===== config.mk =====
export PLATFORM = sky130hd
export DESIGN_NAME = utf8_to_utf16_transcoder_unit_flat
export DESIGN_NICKNAME = d
export VERILOG_FILES = /design/src/hw/rtl/u2u_pkg.sv /design/src/hw/rtl/u2u_if.sv /design/src/hw/rtl/utf8_to_utf16_transcoder_unit.sv /design/src/hw/rtl/u2u_front.sv /design/src/hw/rtl/u2u_queue.sv /design/src/hw/rtl/u2u_back.sv /design/src/flat_wrapper.sv
export SDC_FILE = /design/constraint.sdc
export NUM_CORES = 1
export LEC_CHECK = 0
export CELL_PAD_IN_SITES_DETAIL_PLACEMENT = 1
export CELL_PAD_IN_SITES_GLOBAL_PLACEMENT = 1
export CORE_UTILIZATION = 38
export DETAILED_ROUTE_END_ITERATION = 10
export DONT_BUFFER_PORTS = 1
export PLACE_DENSITY_LB_ADDON = 0.1
export REMOVE_ABC_BUFFERS = 1
export SLEW_MARGIN = 5
export SYNTH_ARGS = -nofsm -noshare
export SYNTH_HDL_FRONTEND = slang
export SYNTH_HIERARCHICAL = 1
export SYNTH_SLANG_ARGS = --single-unit

===== constraint.sdc =====
create_clock -name clk_i -period 3.2 [get_ports clk_i]
set_clock_uncertainty 0.05 [all_clocks]
set_input_delay 0.16 -clock clk_i [delete_from_list [all_inputs] [get_ports clk_i]]
set_output_delay 0.16 -clock clk_i [all_outputs]
set_load 0.03 [all_outputs]

===== src/hw/rtl/u2u_pkg.sv =====
package u2u_pkg;

  localparam int unsigned ByteW  = 8;
  localparam int unsigned UnitW  = 16;
  localparam int unsigned CpW    = 21;
  localparam int unsigned NeedW  = 2;

  localparam int unsigned QueueDepthDefault = 4;

  localparam logic [CpW-1:0]   CpMax     = 21'h10FFFF;
  localparam logic [CpW-1:0]   UnitMax   = 21'h00FFFF;
  localparam logic [CpW-1:0]   SurrFirst = 21'h00D800;
  localparam logic [CpW-1:0]   SurrLast  = 21'h00DFFF;
  localparam logic [CpW-1:0]   SuppBase  = 21'h010000;
  localparam logic [UnitW-1:0] SurrHigh  = 16'hD800;
  localparam logic [UnitW-1:0] SurrLow   = 16'hDC00;
  localparam logic [9:0]       Low10Mask = 10'h3FF;
  localparam logic [5:0]       ContMask  = 6'h3F;

  typedef enum logic [1:0] {
    KIND_UNIT,
    KIND_PAIR,
    KIND_ERROR
  } kind_e;

  // one classified entry between front and back
  typedef struct packed {
    kind_e            kind;
    logic [UnitW-1:0] unit0;
    logic [UnitW-1:0] unit1;
    logic             ends;
  } entry_t;

  typedef struct packed {
    logic   valid;
    entry_t entry;
  } push_t;

  typedef struct packed {
    logic   valid;
    entry_t entry;
  } head_t;

endpackage


===== src/hw/rtl/u2u_if.sv =====
interface u2u_in_if;
  logic       valid;
  logic       ready;
  logic [7:0] in_byte;
  logic       string_end;

  modport source (output valid, output in_byte, output string_end, input ready);
  modport sink   (input valid, input in_byte, input string_end, output ready);
endinterface

interface u2u_out_if;
  logic        valid;
  logic        ready;
  logic [15:0] code_unit;
  logic        is_error;
  logic        last_of_run;
  logic        ends_string;

  modport source (output valid, output code_unit, output is_error, output last_of_run,
                  output ends_string, input ready);
  modport sink   (input valid, input code_unit, input is_error, input last_of_run,
                  input ends_string, output ready);
endinterface


===== src/hw/rtl/utf8_to_utf16_transcoder_unit.sv =====
// UTF-8 to UTF-16 transcoder. One UTF-8 byte enters per item on src_i, with
// string_end marking the last byte of a string; dst_o gives UTF-16 code units,
// a surrogate pair for code points above 0xFFFF, or one error item for bad
// lead or continuation bytes, truncated sequences, surrogate code points and
// values above 0x10FFFF (overlong forms pass). After an error the rest of the
// string is dropped silently. A byte is taken every cycle while the decode
// queue has room; the output side sends one item per cycle while dst_o is
// ready, so a surrogate pair occupies the output register for two items.
// Since a pair needs four input bytes, the sustained rate is one byte per
// cycle while dst_o is ready. Results pass the queue and an output register.
module utf8_to_utf16_transcoder_unit #(
  parameter int unsigned QueueDepth = u2u_pkg::QueueDepthDefault
) (
  input  logic      clk_i,
  input  logic      rst_ni,
  u2u_in_if.sink    src_i,
  u2u_out_if.source dst_o
);
  import u2u_pkg::*;

  push_t push;
  head_t head;
  logic  full;
  logic  pop;
  logic  accept;

  assign src_i.ready = !full;
  assign accept      = src_i.valid && !full;

  u2u_front u_front (
    .clk_i        (clk_i),
    .rst_ni       (rst_ni),
    .in_valid_i   (accept),
    .in_byte_i    (src_i.in_byte),
    .string_end_i (src_i.string_end),
    .accept_i     (accept),
    .push_o       (push)
  );

  u2u_queue #(
    .Depth (QueueDepth)
  ) u_queue (
    .clk_i  (clk_i),
    .rst_ni (rst_ni),
    .push_i (push),
    .pop_i  (pop),
    .head_o (head),
    .full_o (full)
  );

  u2u_back u_back (
    .clk_i         (clk_i),
    .rst_ni        (rst_ni),
    .head_i        (head),
    .pop_o         (pop),
    .out_valid_o   (dst_o.valid),
    .out_ready_i   (dst_o.ready),
    .code_unit_o   (dst_o.code_unit),
    .is_error_o    (dst_o.is_error),
    .last_of_run_o (dst_o.last_of_run),
    .ends_string_o (dst_o.ends_string)
  );

endmodule


===== src/hw/rtl/u2u_front.sv =====
module u2u_front (
  input  logic                   clk_i,
  input  logic                   rst_ni,
  input  logic                   in_valid_i,
  input  logic [7:0]             in_byte_i,
  input  logic                   string_end_i,
  input  logic                   accept_i,
  output u2u_pkg::push_t         push_o
);
  import u2u_pkg::*;

  logic [CpW-1:0]   cp_q, cp_d;
  logic [NeedW-1:0] need_q, need_d;
  logic             skip_q, skip_d;

  logic [CpW-1:0]   cp_shift;
  logic [CpW-1:0]   cp_off;
  logic             cp_bad;
  logic             is_cont;

  assign cp_shift = {cp_q[CpW-7:0], in_byte_i[5:0] & ContMask};
  assign cp_off   = cp_shift - SuppBase;
  assign cp_bad   = (cp_shift >= SurrFirst && cp_shift <= SurrLast) || cp_shift > CpMax;
  assign is_cont  = in_byte_i inside {[8'h80:8'hBF]};

  always_comb begin
    entry_t e;
    logic   err;
    cp_d   = cp_q;
    need_d = need_q;
    skip_d = skip_q;
    err    = 1'b0;
    e.kind  = KIND_UNIT;
    e.unit0 = '0;
    e.unit1 = '0;
    e.ends  = string_end_i;
    push_o.valid = 1'b0;

    if (accept_i) begin
      if (skip_q) begin
        if (string_end_i) skip_d = 1'b0;
      end else if (need_q == '0) begin
        if (in_byte_i <= 8'h7F) begin
          push_o.valid = 1'b1;
          e.unit0 = {8'h00, in_byte_i};
        end else if (is_cont || in_byte_i >= 8'hF8) begin
          err = 1'b1;
        end else if (string_end_i) begin
          err = 1'b1;
        end else if (in_byte_i <= 8'hDF) begin
          cp_d   = {16'h0, in_byte_i[4:0]};
          need_d = 2'd1;
        end else if (in_byte_i <= 8'hEF) begin
          cp_d   = {17'h0, in_byte_i[3:0]};
          need_d = 2'd2;
        end else begin
          cp_d   = {18'h0, in_byte_i[2:0]};
          need_d = 2'd3;
        end
      end else if (!is_cont) begin
        err = 1'b1;
      end else if (need_q == 2'd1) begin
        cp_d   = '0;
        need_d = '0;
        if (cp_bad) begin
          err = 1'b1;
        end else if (cp_shift <= UnitMax) begin
          push_o.valid = 1'b1;
          e.unit0 = cp_shift[UnitW-1:0];
        end else begin
          push_o.valid = 1'b1;
          e.kind  = KIND_PAIR;
          e.unit0 = SurrHigh + {6'h0, cp_off[19:10]};
          e.unit1 = SurrLow + {6'h0, cp_off[9:0] & Low10Mask};
        end
      end else if (string_end_i) begin
        err = 1'b1;
      end else begin
        cp_d   = cp_shift;
        need_d = need_q - 2'd1;
      end

      if (err) begin
        push_o.valid = 1'b1;
        e.kind  = KIND_ERROR;
        e.unit0 = '0;
        cp_d    = '0;
        need_d  = '0;
        skip_d  = !string_end_i;
      end
    end
    push_o.entry = e;
  end

  always_ff @(posedge clk_i or negedge rst_ni) begin
    if (!rst_ni) begin
      cp_q   <= '0;
      need_q <= '0;
      skip_q <= 1'b0;
    end else if (in_valid_i) begin
      cp_q   <= cp_d;
      need_q <= need_d;
      skip_q <= skip_d;
    end
  end

endmodule


===== src/hw/rtl/u2u_queue.sv =====
module u2u_queue #(
  parameter int unsigned Depth = u2u_pkg::QueueDepthDefault
) (
  input  logic           clk_i,
  input  logic           rst_ni,
  input  u2u_pkg::push_t push_i,
  input  logic           pop_i,
  output u2u_pkg::head_t head_o,
  output logic           full_o
);
  import u2u_pkg::*;

  localparam int unsigned PtrW = (Depth > 1) ? $clog2(Depth) : 1;
  localparam int unsigned CntW = $clog2(Depth + 1);
  localparam logic [PtrW-1:0] LastPtr = PtrW'(Depth - 1);
  localparam logic [CntW-1:0] Full    = CntW'(Depth);

  entry_t          mem_q [Depth];
  logic [PtrW-1:0] wr_q, wr_d, rd_q, rd_d;
  logic [CntW-1:0] cnt_q, cnt_d;
  logic            do_pop;

  assign do_pop       = pop_i && cnt_q != '0;
  assign full_o       = cnt_q == Full;
  assign head_o.valid = cnt_q != '0;
  assign head_o.entry = mem_q[rd_q];

  always_comb begin
    wr_d  = wr_q;
    rd_d  = rd_q;
    cnt_d = cnt_q;
    if (push_i.valid) begin
      wr_d = (wr_q == LastPtr) ? '0 : wr_q + 1'b1;
    end
    if (do_pop) begin
      rd_d = (rd_q == LastPtr) ? '0 : rd_q + 1'b1;
    end
    if (push_i.valid && !do_pop) begin
      cnt_d = cnt_q + 1'b1;
    end else if (!push_i.valid && do_pop) begin
      cnt_d = cnt_q - 1'b1;
    end
  end

  always_ff @(posedge clk_i or negedge rst_ni) begin
    if (!rst_ni) begin
      wr_q  <= '0;
      rd_q  <= '0;
      cnt_q <= '0;
    end else begin
      wr_q  <= wr_d;
      rd_q  <= rd_d;
      cnt_q <= cnt_d;
    end
  end

  always_ff @(posedge clk_i) begin
    if (push_i.valid) mem_q[wr_q] <= push_i.entry;
  end

endmodule


===== src/hw/rtl/u2u_back.sv =====
module u2u_back (
  input  logic           clk_i,
  input  logic           rst_ni,
  input  u2u_pkg::head_t head_i,
  output logic           pop_o,
  output logic           out_valid_o,
  input  logic           out_ready_i,
  output logic [15:0]    code_unit_o,
  output logic           is_error_o,
  output logic           last_of_run_o,
  output logic           ends_string_o
);
  import u2u_pkg::*;

  logic             valid_q, valid_d;
  logic             second_q, second_d;   // low surrogate still to send
  logic [UnitW-1:0] low_q, low_d;
  logic             low_end_q, low_end_d;
  logic [UnitW-1:0] unit_q, unit_d;
  logic             err_q, err_d, last_q, last_d, end_q, end_d;
  logic             load;

  assign load = !valid_q || out_ready_i;

  always_comb begin
    valid_d   = valid_q;
    second_d  = second_q;
    low_d     = low_q;
    low_end_d = low_end_q;
    unit_d    = unit_q;
    err_d     = err_q;
    last_d    = last_q;
    end_d     = end_q;
    pop_o     = 1'b0;
    if (load) begin
      if (second_q) begin
        valid_d  = 1'b1;
        unit_d   = low_q;
        err_d    = 1'b0;
        last_d   = 1'b1;
        end_d    = low_end_q;
        second_d = 1'b0;
      end else if (head_i.valid) begin
        pop_o     = 1'b1;
        valid_d   = 1'b1;
        unit_d    = head_i.entry.unit0;
        err_d     = head_i.entry.kind == KIND_ERROR;
        last_d    = head_i.entry.kind != KIND_PAIR;
        end_d     = head_i.entry.ends;
        second_d  = head_i.entry.kind == KIND_PAIR;
        low_d     = head_i.entry.unit1;
        low_end_d = head_i.entry.ends;
      end else begin
        valid_d = 1'b0;
      end
    end
  end

  always_ff @(posedge clk_i or negedge rst_ni) begin
    if (!rst_ni) begin
      valid_q  <= 1'b0;
      second_q <= 1'b0;
    end else begin
      valid_q  <= valid_d;
      second_q <= second_d;
    end
  end

  always_ff @(posedge clk_i) begin
    low_q     <= low_d;
    low_end_q <= low_end_d;
    unit_q    <= unit_d;
    err_q     <= err_d;
    last_q    <= last_d;
    end_q     <= end_d;
  end

  assign out_valid_o   = valid_q;
  assign code_unit_o   = unit_q;
  assign is_error_o    = err_q;
  assign last_of_run_o = last_q;
  assign ends_string_o = end_q;

endmodule


===== src/flat_wrapper.sv =====
// flat-port wrapper written by rule: the top's interface ports become plain ports
module utf8_to_utf16_transcoder_unit_flat import u2u_pkg::*;
#(
  parameter int unsigned QueueDepth = u2u_pkg::QueueDepthDefault
)
  (clk_i, rst_ni, src_i_valid, src_i_in_byte, src_i_string_end, src_i_ready, dst_o_valid, dst_o_code_unit, dst_o_is_error, dst_o_last_of_run, dst_o_ends_string, dst_o_ready);
  u2u_in_if src_i_i ();
  u2u_out_if dst_o_i ();
  input  logic clk_i;
  input  logic rst_ni;
  input wire logic [$bits(src_i_i.valid)-1:0] src_i_valid;
  input wire logic [$bits(src_i_i.in_byte)-1:0] src_i_in_byte;
  input wire logic [$bits(src_i_i.string_end)-1:0] src_i_string_end;
  output wire logic [$bits(src_i_i.ready)-1:0] src_i_ready;
  output wire logic [$bits(dst_o_i.valid)-1:0] dst_o_valid;
  output wire logic [$bits(dst_o_i.code_unit)-1:0] dst_o_code_unit;
  output wire logic [$bits(dst_o_i.is_error)-1:0] dst_o_is_error;
  output wire logic [$bits(dst_o_i.last_of_run)-1:0] dst_o_last_of_run;
  output wire logic [$bits(dst_o_i.ends_string)-1:0] dst_o_ends_string;
  input wire logic [$bits(dst_o_i.ready)-1:0] dst_o_ready;
  assign src_i_i.valid = src_i_valid;
  assign src_i_i.in_byte = src_i_in_byte;
  assign src_i_i.string_end = src_i_string_end;
  assign src_i_ready = src_i_i.ready;
  assign dst_o_valid = dst_o_i.valid;
  assign dst_o_code_unit = dst_o_i.code_unit;
  assign dst_o_is_error = dst_o_i.is_error;
  assign dst_o_last_of_run = dst_o_i.last_of_run;
  assign dst_o_ends_string = dst_o_i.ends_string;
  assign dst_o_i.ready = dst_o_ready;
  utf8_to_utf16_transcoder_unit #(.QueueDepth(QueueDepth)) u_core (.clk_i(clk_i), .rst_ni(rst_ni), .src_i(src_i_i), .dst_o(dst_o_i));
endmodule

==> Implementation_results.wiki <==
{| class="wikitable"
! Metric !! Value
|-
| Run status || completed
|-
| TritonCTS clock tree || yes
|-
| PortBufs || 0
|-
| Tightest Pin Transition || roughly 0.75 ns
|-
| Post-synthesis instance area || around 8500 um^2
|-
| Post-synth top area cell || sky130_fd_sc_hd__edfxtp_1
|-
| Number of fill cells in the layout || ~2,100
|-
| Final design area excluding fillers || around 9600 um^2
|-
| Clock sink count || a little over 200
|-
| Data required time of the critical path || 3.48 ns
|-
| Worst setup slack after placement || between 0.5 and 0.6 ns
|-
| Overall routing resource usage || 0.1666
|-
| Cells on Worst Hold Path || 2
|-
| Maximum number of pins on one net before global-route repair || 36
|-
| Antenna violations before repair || 0
|-
| Num rows || 54
|-
| Aggregate routed wire length || between 15,000 and 20,000 um
|-
| Highest Clock Rate || 372.5 MHz
|-
| Root Buffer Master || sky130_fd_sc_hd__clkbuf_16
|-
| Number of pins with negative max-slew slack in the final report || 0
|-
| Dominant synthesized flop cell || sky130_fd_sc_hd__edfxtp_1
|-
| Synth async-reset ratio || 0.1330
|-
| Data arrival at the endpoint of the critical path || 2.96 ns
|-
| Number of placed cells counting well taps || 717
|-
| Count of unresolved DRC violations after routing || 0
|-
| Fraction of final layout cells with drive strength greater than 1 || 0.2592
|-
| Full die area || ~23,000 um^2
|-
| Origin of the critical flop-to-flop path || u_core/u_front/cp_q[4]
|-
| Clock slew seen by the registers of the worst setup and hold paths || ~0.06 ns
|-
| Diode count || 0
|-
| Areal power density over the cells || about 940 nW/um^2
|-
| Worst voltage drop across the vdd grid || between 0.4 and 0.5 mV
|-
| Cell area after placement || about 8800 um^2
|-
| Vertical die dimension || about 150 um
|-
| Final-report setup violation count || 0
|-
| Die X || between 150 and 200 um
|-
| Mean area per synthesized cell || between 15 and 20 um^2
|-
| Post-synth EDFFs || between 150 and 200
|-
| Reg-to-reg critical path endpoint || u_core/u_queue/mem_q[1][6]
|-
| Remaining number of nets flagged by the antenna check after routing || 0
|-
| Routed via count || 4,056
|-
| Nature of the critical path startpoint || flop
|-
| Hold Path End || u_core/u_queue/mem_q[0][23]
|-
| Routed via count divided by cell count || between 5 and 6
|-
| Number of standard cells in the final layout excluding fillers || 770
|-
| CTS Buffer Depth || 3
|-
| Smallest setup slack after layout || approximately 0.52 ns
|-
| Via count of the first global-routing pass || 4,479
|-
| Share of the yosys chip area belonging to registers || 0.7052
|-
| Max-Slew Margin vs Limit || 0.4931
|-
| Wire length of the first global-routing pass || approximately 27,000 um
|-
| Endpoint class of the critical path || flop
|-
| Initial DRT Pass Iterations || 4
|-
| Final core utilization || 0.4414
|-
| Hold wc startpoint || src_i_in_byte[6]
|-
| Yosys reg bits || approximately 200
|-
| Critical-path maximum fanout || 17
|-
| Total congestion overflow || 0
|-
| Total Nets Final || roughly 500
|-
| Number of max-cap violations || 0
|-
| Growth of design area from synthesis to finish || 13.96%
|-
| Unique masters post-synth || 57
|-
| CTS buffer count || 23
|-
| Unrepaired setup endpoints after global routing || no
|-
| CTS-repair resized insts || 0
|-
| Number of instances in the synthesized netlist || roughly 440
|-
| Wire length per cell || 23.46 um
|-
| Final Cycle Share || 0.8390
|-
| Final period demand of the worst path || 2.685 ns
|-
| Most frequent cells in the layout || 176 x sky130_fd_sc_hd__edfxtp_1, 28 x sky130_fd_sc_hd__mux4_2, 26 x sky130_fd_sc_hd__dfrtp_1
|-
| Worst Reg2Reg Path Length in Cells || 7
|-
| Clock latency on the worst-skew pair || about 0.52 ns
|-
| Ports placed on the boundary || 34
|-
| Leakage power total || around 0.0033 uW
|-
| Reg-to-reg slack, setup || about 0.52 ns
|-
| H-tree lvl count || 1
|-
| Core area || ~22,000 um^2
|-
| Fraction of post-synthesis cell area in the top cell type by area || 0.6252
|-
| Leading post-synthesis cells by cell area || sky130_fd_sc_hd__edfxtp_1 63%, sky130_fd_sc_hd__dfrtp_1 8.0%, sky130_fd_sc_hd__mux4_2 7.5%
|-
| Final setup TNS || 0 ns
|-
| Type of the worst setup path || reg2reg
|-
| Detailed Route Iter0 Violations || 131
|-
| Detail Placement HPWL || around 11,000 um
|-
| Number of warnings printed during yosys synthesis || 6
|-
| Hold crit path type || in2reg
|-
| Most frequent standard cell in the layout excluding fill and tap cells || sky130_fd_sc_hd__edfxtp_1
|-
| Gp weighted congestion || ~0.77
|-
| Post-CTS Repair Setup Buffers || 0
|-
| Initial cell density of the core || 0.3873
|-
| Total count of hold-check failures in the final report || 0
|}
==> synthesized netlist by cell type (4+ instances only) <==
library cell,number
sky130_fd_sc_hd__mux2i_1,4
sky130_fd_sc_hd__dfrtp_1,27
sky130_fd_sc_hd__nand4_1,4
sky130_fd_sc_hd__mux4_2,28
sky130_fd_sc_hd__ha_1,9
sky130_fd_sc_hd__buf_6,4
sky130_fd_sc_hd__edfxtp_1,176
sky130_fd_sc_hd__mux4_1,7
sky130_fd_sc_hd__nor2_1,26
sky130_fd_sc_hd__nand2_1,7
sky130_fd_sc_hd__buf_4,7
sky130_fd_sc_hd__and2_1,14
sky130_fd_sc_hd__a21oi_1,6
sky130_fd_sc_hd__buf_2,5
sky130_fd_sc_hd__a22o_1,18
sky130_fd_sc_hd__mux2_4,17
sky130_fd_sc_hd__inv_1,16
==> worst max-delay path, cell delays in order, from the launching register on <==
cell and delay, ns:
sky130_fd_sc_hd__dfrtp_1 0.46, sky130_fd_sc_hd__nand4_2 0.17, sky130_fd_sc_hd__nor4_4 0.43, sky130_fd_sc_hd__a211oi_1 0.19, sky130_fd_sc_hd__nor2_4 0.40, sky130_fd_sc_hd__nor4b_4 0.27, sky130_fd_sc_hd__buf_4 0.27, sky130_fd_sc_hd__and2_1 0.26
==> where the power goes <==
part / switching [uW] / internal [uW]
Clock: 1040 / 1400
Sequential: 567 / 3720
Combinational: 1150 / 1140
==> routing by layer <==
layer | vias up | routed length (um) | global-route usage
li1 | 1821 | - | -
met1 | 2124 | 7730 | 0.2129
met2 | 77 | 9071 | 0.2844
met3 | 34 | 866 | 0.03193
met4 | 0 | 395 | 0.05450
met5 | - | 0 | 0
==> repair_timing <==
item | in CTS | in global routing
endpoints found under the setup margin | 0 | 0
endpoints found under the hold margin | 80 | 0
hold buffers | 11 | 0
==> area by class of cell <==
type | count | area (um^2) | share of cell area
clock inverters | 16 | 105.1 | 0.01091
multi-input cells | 200 | 2251 | 0.2337
inverters | 16 | 60.06 | 0.006235
well taps | 280 | 350.3 | 0.03637
repair buffers | 29 | 317.8 | 0.03299
clock buffers | 26 | 586.8 | 0.06092
flip-flops and latches | 203 | 5962 | 0.6189
==> state kept, by name, summed over array words and instances (netlist names) <==
signal	flops
u_core/u_queue/rd_q	2
u_core/u_back/low_q	16
u_core/u_back/second_q	1
u_core/u_front/need_q	2
u_core/u_front/skip_q	1
u_core/u_queue/wr_q	2
u_core/u_back/code_unit_o	16
u_core/u_queue/mem_q	140
u_core/u_back/last_of_run_o	1
u_core/u_queue/cnt_q	3
u_core/u_back/out_valid_o	1
u_core/u_back/ends_string_o	1
u_core/u_back/low_end_q	1
u_core/u_back/is_error_o	1
u_core/u_front/cp_q	15
==> kinds of logic (layout without fill, tap and decap cells) <==
family	after synthesis	in the layout	synth area share
compound gates	43	43	0.04604
xor+xnor	4	4	0.004145
fa+ha+maj	10	10	0.01569
buf+inv	39	87	0.03049
flops	203	203	0.7052
mux	59	59	0.1353
other cells	1	1	0.0004436
simple gates	83	83	0.06276
==> worst max-delay path by stage <==
| stage | to | slack, ns | startpoint |
|---|---|---|---|
| 6_report | u_core/u_queue/mem_q[1][6] | 0.52 | u_core/u_front/cp_q[4] |
| 3_3_place_gp | u_core/u_queue/mem_q[2][9] | 0.59 | u_core/u_front/cp_q[4] |
| 2_1_floorplan | u_core/u_queue/mem_q[0][11] | 0.02 | u_core/u_front/cp_q[4] |
| 4_1_cts | u_core/u_queue/mem_q[0][6] | 0.50 | u_core/u_front/cp_q[4] |
| 3_5_place_dp | u_core/u_queue/mem_q[2][9] | 0.51 | u_core/u_front/cp_q[4] |
| 5_1_grt | u_core/u_queue/cnt_q[2] | 0.30 | u_core/u_front/need_q[0] |
==> through the flow <==
step	total power (uW)	hold slack (ns)
final	9014	0.008949
after CTS	9176	0.005252
after global routing	9464	0.01641
after floorplan	5874	-0.1856
after global placement	6599	-0.1836
after detailed placement	6681	-0.1838
Power figures use the tool's default switching activity.
